--- config.mk ---
export PLATFORM = sky130hd
export DESIGN_NAME = purge_short_circuit_sequencer_top
export DESIGN_NICKNAME = d
export VERILOG_FILES = /design/src/rtl/core/pscs_pkg.sv /design/src/rtl/core/pscs_cfg.sv /design/src/rtl/core/pscs_seq.sv /design/src/rtl/core/purge_short_circuit_sequencer_top.sv
export SDC_FILE = /design/constraint.sdc
export NUM_CORES = 1
export LEC_CHECK = 0
export ABC_AREA = 1
export BUFFER_PORTS_ARGS = -buffer_cell sky130_fd_sc_hd__clkbuf_2
export CAP_MARGIN = 40
export CORE_UTILIZATION = 25
export CTS_BUF_LIST = sky130_fd_sc_hd__clkbuf_2
export DETAILED_ROUTE_END_ITERATION = 10
export GPL_TIMING_DRIVEN = 1
export HOLD_SLACK_MARGIN = 0.12
export PLACE_DENSITY = 0.41
export RECOVER_POWER = 25
export SYNTH_ARGS = -nofsm -noshare
export SYNTH_HDL_FRONTEND = slang
export SYNTH_SLANG_ARGS = --single-unit
--- constraint.sdc ---
create_clock -name i_clk -period 4.5 [get_ports i_clk]
set_input_delay 0.675 -clock i_clk [delete_from_list [all_inputs] [get_ports i_clk]]
set_output_delay 0.675 -clock i_clk [all_outputs]
set_load 0.1 [all_outputs]
--- src/rtl/core/pscs_pkg.sv ---
// ----------------------------------------------------------------------------
// pscs_pkg
// shared types and constants of the purge / short-circuit sequencer
// ----------------------------------------------------------------------------
package pscs_pkg;

    localparam int unsigned TS_W       = 32;
    localparam int unsigned TIME_W     = 16;
    localparam int unsigned PHASE_W    = 3;
    localparam int unsigned CFG_IDX_W  = 3;
    localparam int unsigned CFG_DATA_W = 16;

    // register indexes of the configuration port
    typedef enum logic [CFG_IDX_W-1:0] {
        CFG_VALVE_OPEN      = 3'd0,
        CFG_VALVE_TO_PULSE  = 3'd1,
        CFG_PULSE_LENGTH    = 3'd2,
        CFG_PULSE_TO_VALVE  = 3'd3,
        CFG_RACE_MODE       = 3'd4
    } t_cfg_idx;

    // reset values of the timing registers, ms
    localparam logic [TIME_W-1:0] RST_VALVE_OPEN_MS     = 16'd500;
    localparam logic [TIME_W-1:0] RST_VALVE_TO_PULSE_MS = 16'd5000;
    localparam logic [TIME_W-1:0] RST_PULSE_LENGTH_MS   = 16'd100;
    localparam logic [TIME_W-1:0] RST_PULSE_TO_VALVE_MS = 16'd5000;

    typedef struct packed {
        logic [TIME_W-1:0] valve_open_ms;
        logic [TIME_W-1:0] valve_to_pulse_wait_ms;
        logic [TIME_W-1:0] pulse_length_ms;
        logic [TIME_W-1:0] pulse_to_valve_wait_ms;
        logic              race_mode;
    } t_cfg;

    // result of one step, held until the next step
    typedef struct packed {
        logic               valve_open;
        logic               short_active;
        logic               drive_enabled;
        logic [PHASE_W-1:0] phase;
    } t_seq_out;

endpackage

--- src/rtl/core/pscs_cfg.sv ---
// ----------------------------------------------------------------------------
// pscs_cfg
// configuration register file, write only
// ----------------------------------------------------------------------------
module pscs_cfg (
    input  logic                             i_clk,
    input  logic                             i_rst_n,
    input  logic                             i_cfg_we,
    input  logic [pscs_pkg::CFG_IDX_W-1:0]   i_cfg_idx,
    input  logic [pscs_pkg::CFG_DATA_W-1:0]  i_cfg_wdata,
    output pscs_pkg::t_cfg                   o_cfg
);
    import pscs_pkg::*;

    t_cfg r_cfg;

    always_ff @(posedge i_clk) begin
        if (!i_rst_n) begin
            r_cfg.valve_open_ms          <= RST_VALVE_OPEN_MS;
            r_cfg.valve_to_pulse_wait_ms <= RST_VALVE_TO_PULSE_MS;
            r_cfg.pulse_length_ms        <= RST_PULSE_LENGTH_MS;
            r_cfg.pulse_to_valve_wait_ms <= RST_PULSE_TO_VALVE_MS;
            r_cfg.race_mode              <= 1'b0;
        end else if (i_cfg_we) begin
            case (i_cfg_idx)
                CFG_VALVE_OPEN:     r_cfg.valve_open_ms          <= i_cfg_wdata;
                CFG_VALVE_TO_PULSE: r_cfg.valve_to_pulse_wait_ms <= i_cfg_wdata;
                CFG_PULSE_LENGTH:   r_cfg.pulse_length_ms        <= i_cfg_wdata;
                CFG_PULSE_TO_VALVE: r_cfg.pulse_to_valve_wait_ms <= i_cfg_wdata;
                CFG_RACE_MODE:      r_cfg.race_mode              <= i_cfg_wdata[0];
                default: ;
            endcase
        end
    end

    assign o_cfg = r_cfg;

endmodule

--- src/rtl/core/pscs_seq.sv ---
// ----------------------------------------------------------------------------
// pscs_seq
// six-phase sequencer: one step per advance, state doubles as result register
// ----------------------------------------------------------------------------
module pscs_seq (
    input  logic                        i_clk,
    input  logic                        i_rst_n,
    input  logic                        i_advance,
    input  logic [pscs_pkg::TS_W-1:0]   i_now_ms,
    input  pscs_pkg::t_cfg              i_cfg,
    output pscs_pkg::t_seq_out          o_result
);
    import pscs_pkg::*;

    typedef enum logic [PHASE_W-1:0] {
        PH_OPEN        = 3'd0,
        PH_OPEN_WAIT   = 3'd1,
        PH_CLOSED_WAIT = 3'd2,
        PH_PULSE_START = 3'd3,
        PH_PULSE       = 3'd4,
        PH_PULSE_WAIT  = 3'd5
    } t_phase;

    t_phase            r_phase, n_phase;
    logic [TS_W-1:0]   r_start, n_start;
    logic              r_valve, n_valve;
    logic              r_short, n_short;
    logic              r_drive, n_drive;

    logic [TS_W-1:0]   elapsed;
    logic [TIME_W-1:0] limit;
    logic              expired;

    // wrapping elapsed time against the limit of the current phase
    always_comb begin
        case (r_phase)
            PH_OPEN_WAIT:   limit = i_cfg.valve_open_ms;
            PH_CLOSED_WAIT: limit = i_cfg.valve_to_pulse_wait_ms;
            PH_PULSE:       limit = i_cfg.pulse_length_ms;
            PH_PULSE_WAIT:  limit = i_cfg.pulse_to_valve_wait_ms;
            default:        limit = '0;
        endcase
    end

    assign elapsed = i_now_ms - r_start;
    assign expired = elapsed > {{(TS_W-TIME_W){1'b0}}, limit};

    // a phase that restarts its timer cannot expire in the same step,
    // so at most the wait-to-pulse chain passes two phases at once
    always_comb begin
        n_phase = r_phase;
        n_start = r_start;
        n_valve = r_valve;
        n_short = r_short;
        n_drive = r_drive;
        case (r_phase)
            PH_OPEN_WAIT: begin
                if (expired) begin
                    n_valve = 1'b0;
                    n_start = i_now_ms;
                    n_phase = PH_CLOSED_WAIT;
                end
            end
            PH_CLOSED_WAIT: begin
                if (expired) begin
                    if (!i_cfg.race_mode) begin
                        n_drive = 1'b0;
                        n_short = 1'b1;
                    end
                    n_start = i_now_ms;
                    n_phase = PH_PULSE;
                end
            end
            PH_PULSE_START: begin
                if (!i_cfg.race_mode) begin
                    n_drive = 1'b0;
                    n_short = 1'b1;
                end
                n_start = i_now_ms;
                n_phase = PH_PULSE;
            end
            PH_PULSE: begin
                if (expired) begin
                    if (!i_cfg.race_mode) begin
                        n_short = 1'b0;
                        n_drive = 1'b1;
                    end
                    n_start = i_now_ms;
                    n_phase = PH_PULSE_WAIT;
                end
            end
            PH_PULSE_WAIT: begin
                if (expired) begin
                    n_phase = PH_OPEN;
                end
            end
            default: begin
                // open phase, and unused codes treated alike
                n_valve = 1'b1;
                n_start = i_now_ms;
                n_phase = PH_OPEN_WAIT;
            end
        endcase
    end

    always_ff @(posedge i_clk) begin
        if (!i_rst_n) begin
            r_phase <= PH_OPEN;
            r_start <= '0;
            r_valve <= 1'b0;
            r_short <= 1'b0;
            r_drive <= 1'b1;
        end else if (i_advance) begin
            r_phase <= n_phase;
            r_start <= n_start;
            r_valve <= n_valve;
            r_short <= n_short;
            r_drive <= n_drive;
        end
    end

    assign o_result.valve_open    = r_valve;
    assign o_result.short_active  = r_short;
    assign o_result.drive_enabled = r_drive;
    assign o_result.phase         = r_phase;

    a_valve_only_in_open_wait: assert property (@(posedge i_clk) disable iff (!i_rst_n)
        r_valve == (r_phase == PH_OPEN_WAIT))
        else $error("valve state disagrees with phase");

    a_short_implies_drive_off: assert property (@(posedge i_clk) disable iff (!i_rst_n)
        r_short |-> !r_drive)
        else $error("short-circuit closed with drive enabled");

    a_pulse_start_transient: assert property (@(posedge i_clk) disable iff (!i_rst_n)
        r_phase != PH_PULSE_START)
        else $error("pulse start phase held across a step");

    a_hold_without_step: assert property (@(posedge i_clk) disable iff (!i_rst_n)
        !i_advance |=> $stable(r_start) && $stable(r_phase))
        else $error("sequencer state moved without a step");

endmodule

--- src/rtl/core/purge_short_circuit_sequencer_top.sv ---
// ----------------------------------------------------------------------------
// purge_short_circuit_sequencer_top
// purge valve and short-circuit switch sequencer with request pipeline
// ----------------------------------------------------------------------------
//  channel  | handshake                  | payload
//  ---------+----------------------------+-------------------------------------
//  input    | i_in_valid / o_in_stall    | i_now_ms
//  result   | o_out_valid / i_out_stall  | o_valve_open o_short_active
//           |                            | o_drive_enabled o_phase
//  config   | i_cfg_we                   | i_cfg_idx i_cfg_wdata
//
//  one request per cycle sustained unless the result stalls; a request passes
//  the input register, then one step of the sequencer into the result register.
//  the step is a single wrapping subtract and compare on the timestamp.
//  synchronous active-low reset empties both registers and puts the sequencer
//  in its open phase with the drive enabled. a stalled result holds the
//  sequencer; one further request waits in the input register.
// ----------------------------------------------------------------------------
module purge_short_circuit_sequencer_top (
    input  logic                             i_clk,
    input  logic                             i_rst_n,
    // input requests
    input  logic                             i_in_valid,
    output logic                             o_in_stall,
    input  logic [pscs_pkg::TS_W-1:0]        i_now_ms,
    // results
    output logic                             o_out_valid,
    input  logic                             i_out_stall,
    output logic                             o_valve_open,
    output logic                             o_short_active,
    output logic                             o_drive_enabled,
    output logic [pscs_pkg::PHASE_W-1:0]     o_phase,
    // configuration writes
    input  logic                             i_cfg_we,
    input  logic [pscs_pkg::CFG_IDX_W-1:0]   i_cfg_idx,
    input  logic [pscs_pkg::CFG_DATA_W-1:0]  i_cfg_wdata
);
    import pscs_pkg::*;

    t_cfg            cfg;
    t_seq_out        result;

    logic            r_in_valid, n_in_valid;
    logic [TS_W-1:0] r_now;
    logic            r_out_valid, n_out_valid;

    logic            out_free;   // result register can take a new step
    logic            advance;    // sequencer steps on the held request
    logic            in_take;    // new request enters the input register
    logic            out_take;   // result leaves

    pscs_cfg u_cfg (
        .i_clk       (i_clk),
        .i_rst_n     (i_rst_n),
        .i_cfg_we    (i_cfg_we),
        .i_cfg_idx   (i_cfg_idx),
        .i_cfg_wdata (i_cfg_wdata),
        .o_cfg       (cfg)
    );

    // result register is free when empty or being drained this cycle
    assign out_free   = !r_out_valid || !i_out_stall;
    assign advance    = r_in_valid && out_free;
    assign o_in_stall = r_in_valid && !out_free;
    assign in_take    = i_in_valid && !o_in_stall;
    assign out_take   = r_out_valid && !i_out_stall;

    always_comb begin
        n_in_valid = r_in_valid;
        if (in_take) begin
            n_in_valid = 1'b1;
        end else if (advance) begin
            n_in_valid = 1'b0;
        end
    end

    always_comb begin
        n_out_valid = r_out_valid;
        if (advance) begin
            n_out_valid = 1'b1;
        end else if (out_take) begin
            n_out_valid = 1'b0;
        end
    end

    always_ff @(posedge i_clk) begin
        if (!i_rst_n) begin
            r_in_valid  <= 1'b0;
            r_out_valid <= 1'b0;
        end else begin
            r_in_valid  <= n_in_valid;
            r_out_valid <= n_out_valid;
        end
    end

    // timestamp payload, no reset needed
    always_ff @(posedge i_clk) begin
        if (in_take) begin
            r_now <= i_now_ms;
        end
    end

    // sequencer state is also the result register
    pscs_seq u_seq (
        .i_clk     (i_clk),
        .i_rst_n   (i_rst_n),
        .i_advance (advance),
        .i_now_ms  (r_now),
        .i_cfg     (cfg),
        .o_result  (result)
    );

    assign o_out_valid     = r_out_valid;
    assign o_valve_open    = result.valve_open;
    assign o_short_active  = result.short_active;
    assign o_drive_enabled = result.drive_enabled;
    assign o_phase         = result.phase;

    a_step_fills_result: assert property (@(posedge i_clk) disable iff (!i_rst_n)
        advance |=> r_out_valid)
        else $error("step taken but no result presented");

    a_held_request_kept: assert property (@(posedge i_clk) disable iff (!i_rst_n)
        r_in_valid && !out_free |=> r_in_valid && $stable(r_now))
        else $error("held request lost while result stalled");

    a_no_step_when_full: assert property (@(posedge i_clk) disable iff (!i_rst_n)
        r_out_valid && i_out_stall |-> !advance)
        else $error("sequencer stepped over a stalled result");

endmodule

==> flow_summary_export.csv <==
group,metric,value,unit
run_status,status,"finished with violations",
global_route,grt_antenna_before_repair,1,
layout,synthToLayoutAreaGrowth,20.1,%
yosys,synthCells,1288,
sta,setup_slack,0.432,ns
yosys,yosys.area_share.adder,0.0748,
worst_setup_path,reg2reg_depth,27,
yosys,synth.distinct_cells,33,
detailed_routing,drc,0,
die,die_height,186,um
worst_setup_path,regToRegEndpoint,"u_seq.r_start[27]$_SDFFE_PN0P_",
detailed_routing,ant_nets,0,
yosys,synth_seq_area_share,0.362,
layout,utilization,0.304,
yosys,yosys_most_used_dff,"dfxtp_1",
layout,drive_above_1_share,0.0975,
die,die_x,186,um
power_and_ir_drop,power_density,307,nW/um2
yosys,synthesis.nets,1394,
global_route,grt_max_degree,51,
power_and_ir_drop,seqPwrFrac,0.437,
run_status,violations,"capacitance limit, slew limit",
yosys,syn_area,8470,um2
placement,numPortBuffers,63,
die,dieArea,34600,um2
job,maxCapViolCount,2,
sta,fin_crit,4.07,ns
placement,gp_congestion,0.911,
clocking,cts.reportedPaths.clkPinSlew,0.25,ns
yosys,avgSynthCellArea,6.58,um2
clocking,cts_buffers,17,
layout,final_common_cell,"nand2_1",
power_and_ir_drop,vdd_drop_max,0.154,mV
clocking,cts-root-buf,"clkbuf_2",
worst_hold_path,min_path_type,"flop to flop",
placement,pre_cts_slack,0.398,ns
detailed_routing,wirelength,25300,um
yosys,synth-warning-count,0,
detailed_routing,vias,7984,
power_and_ir_drop,internal-power,1980,uW
worst_setup_path,cp-start-kind,"flop",
sta,tightest_slew,1.88,ns
die,rows,67,
worst_setup_path,timing.rr.start,"r_now[0]$_DFFE_PP_",
worst_setup_path,crit_required,5.20,ns
power_and_ir_drop,p_leak,0.00504,uW
worst_setup_path,critPathMaxFanout,50,
sta,fmax,0.246,GHz
sta,timing.setup.tns,0,ns
yosys,synth-xor-area-share,0.0165,
worst_setup_path,end_kind,"flop",
layout,final_cell_mix,"nand2_1, inv_1, nor2_1",
power_and_ir_drop,netSwitchingFraction,0.366,
worst_setup_path,r2r_setup_slack,0.43,ns
power_and_ir_drop,p_switching,1140,uW
clocking,cts_setup_buffers,0,
layout,nets,1519,
global_route,grt_first_pass_wirelength,40500,um
yosys,synth-edff-count,32,
global_route,track_usage,0.154,
sta,finalCritPeriodShare,0.904,
clocking,insertion_delay,0.79,ns
die,core,33400,um2
sta,rsz0062_at_grt,"no",
sta,slew_headroom,-0.255,
yosys,synthSimpleGateAreaFrac,0.332,
die,start_util,0.253,
sta,hold_slack,0.466,ns
yosys,async_flop_share,0,
clocking,cts_tree,"done",
clocking,cts_max_level,4,
worst_setup_path,crit_type,"flop to flop",
clocking,ctsLongestPathBuffers,2,
global_route,grt_pass1_vias,7610,
detailed_routing,drt-wirelength-per-cell,13.5,um
sta,setup_violations,0,
yosys,synth_top_family_by_area,"simple AND/OR/NAND/NOR gates",
sta,hold_viol,0,
worst_setup_path,crit_start,"r_now[0]$_DFFE_PP_",
sta,maxSlewViolCount,71,
clocking,cts.sinks,137,
global_route,overflow,0,
power_and_ir_drop,p_clk_frac,0.273,
detailed_routing,firstDrtPassIters,5,
detailed_routing,drtIter0Drc,381,
yosys,synth_mux_area_frac,0,
worst_setup_path,worstPathArrival,4.77,ns
sta,clock_skew,0.0437,ns
worst_setup_path,endpoint,"u_seq.r_start[27]$_SDFFE_PN0P_",
yosys,synth_compound_area_frac,0.0985,
detailed_routing,avgViaCountPerCell,4.26,
placement,dp_hpwl,18800,um
yosys,ys_ff_latch,137,
power_and_ir_drop,comb_power_share,0.290,
die,ios,64,
[cells by family (layout without fill, tap and decap cells)]
group / after synthesis / in the layout
compound gates: 144 / 144
xor+xnor: 16 / 16
fa+ha+maj: 50 / 50
flops: 137 / 137
other cells: 0 / 1
simple gates: 692 / 692
buf+inv: 249 / 386
[routing by layer]
| metal | GRT usage | wire length [um] | up-vias |
|---|---|---|---|
| met4 | 0.0407 | 202 | 0 |
| met3 | 0.0268 | 710 | 7 |
| met5 | 0 | 0 | - |
| met1 | 0.206 | 12700 | 3617 |
| met2 | 0.253 | 11600 | 103 |
| li1 | - | - | 4257 |
[area by class of cell]
type,count,area [um2]
clock inverters,14,188
repair buffers,140,1030
diodes,1,2.50
well taps,448,561
inverters,215,807
clock buffers,17,85.1
multi-input cells,902,4440
fillers,3753,23300
flip-flops and latches,137,3060
[state kept, by name, summed over array words and instances, names as in the netlist]
register and flops:
u_cfg.o_cfg 65, r_now 32, u_seq.r_start 32, u_seq.r_phase 3, o_out_valid 1, r_in_valid 1
u_seq.r_drive 1, u_seq.r_short 1, u_seq.r_valve 1
[worst min-delay path by stage]
stage / cells after the start / slack, ns / startpoint / endpoint
after global placement: 2 / 0.44 / u_cfg.o_cfg[7]$_SDFFE_PN0P_ / u_cfg.o_cfg[7]$_SDFFE_PN0P_
after CTS: 2 / 0.19 / i_rst_n / u_cfg.o_cfg[23]$_SDFFE_PN1P_
after floorplan: 2 / 0.42 / u_cfg.o_cfg[11]$_SDFFE_PN0P_ / u_cfg.o_cfg[11]$_SDFFE_PN0P_
after detailed placement: 2 / 0.44 / u_cfg.o_cfg[6]$_SDFFE_PN0P_ / u_cfg.o_cfg[6]$_SDFFE_PN0P_
after global routing: 2 / 0.45 / i_now_ms[11] / r_now[11]$_DFFE_PP_
final: 2 / 0.47 / u_cfg.o_cfg[6]$_SDFFE_PN0P_ / u_cfg.o_cfg[6]$_SDFFE_PN0P_
[through the flow]
stage	power, uW	cell area, um2	cells
5_1_grt	3360	10200	1874
4_1_cts	3190	10200	1873
2_1_floorplan	2000	8470	1288
6_report	3120	10200	1874
3_5_place_dp	2260	9370	1788
3_3_place_gp	2260	9350	1787
[power groups by stage]
stage	logic [uW]	registers, uW	clock network (uW)
floorplan	596	1400	0
global placement	872	1390	0
detailed placement	875	1390	0
CTS	917	1360	905
global route	1040	1370	952
finish	905	1360	853
[cell usage after synthesis, types with 2 or more instances]
cell type	n	area share
xor2_1	16	0.017
inv_1	210	0.093
nand2_2	9	0.0066
nand2_1	391	0.17
and2_1	5	0.0037
clkinv_1	3	0.0013
buf_6	6	0.0080
nand3_2	2	0.0024
a21oi_1	43	0.025
dfxtp_1	105	0.25
clkbuf_1	23	0.010
a21o_1	2	0.0018
inv_2	2	0.00089
and3_1	2	0.0015
edfxtp_1	32	0.11
buf_2	5	0.0030
nand3b_1	5	0.0044
a32o_1	20	0.024
nor2_1	194	0.086
nor3_1	5	0.0030
nor2_2	9	0.0066
o21ai_0	76	0.045
nand3_1	59	0.035
ha_1	49	0.072
nand4_1	7	0.0052
[worst max-delay path, stage by stage, from the launching register on]
cell and delay, ns:
edfxtp_1 0.41, inv_1 0.08, ha_1 0.14, inv_1 0.07, fa_1 0.42, nand3_1 0.11, nand3_2 0.11, nand2_1 0.08
nand2_1 0.10, nand2_1 0.09, nand2_2 0.07, xor2_1 0.16, ha_1 0.29, nand2_1 0.09, nor4_2 0.35, nand3_1 0.12
nand2_1 0.12, nand3_1 0.09, nor2_1 0.10, nand2_1 0.09, nor2_4 0.17, nand3_2 0.09, nand2_2 0.14, nor2_4 0.07
buf_12 0.16, nand2_1 0.09, nand2_1 0.05, nor2_1 0.09
[timing repair]
item	in CTS	in global routing
endpoints found under the hold margin	96	0
gates resized for setup	0	2
setup endpoints to repair	0	21
hold buffers	54	0
Power figures use the tool's default switching activity.
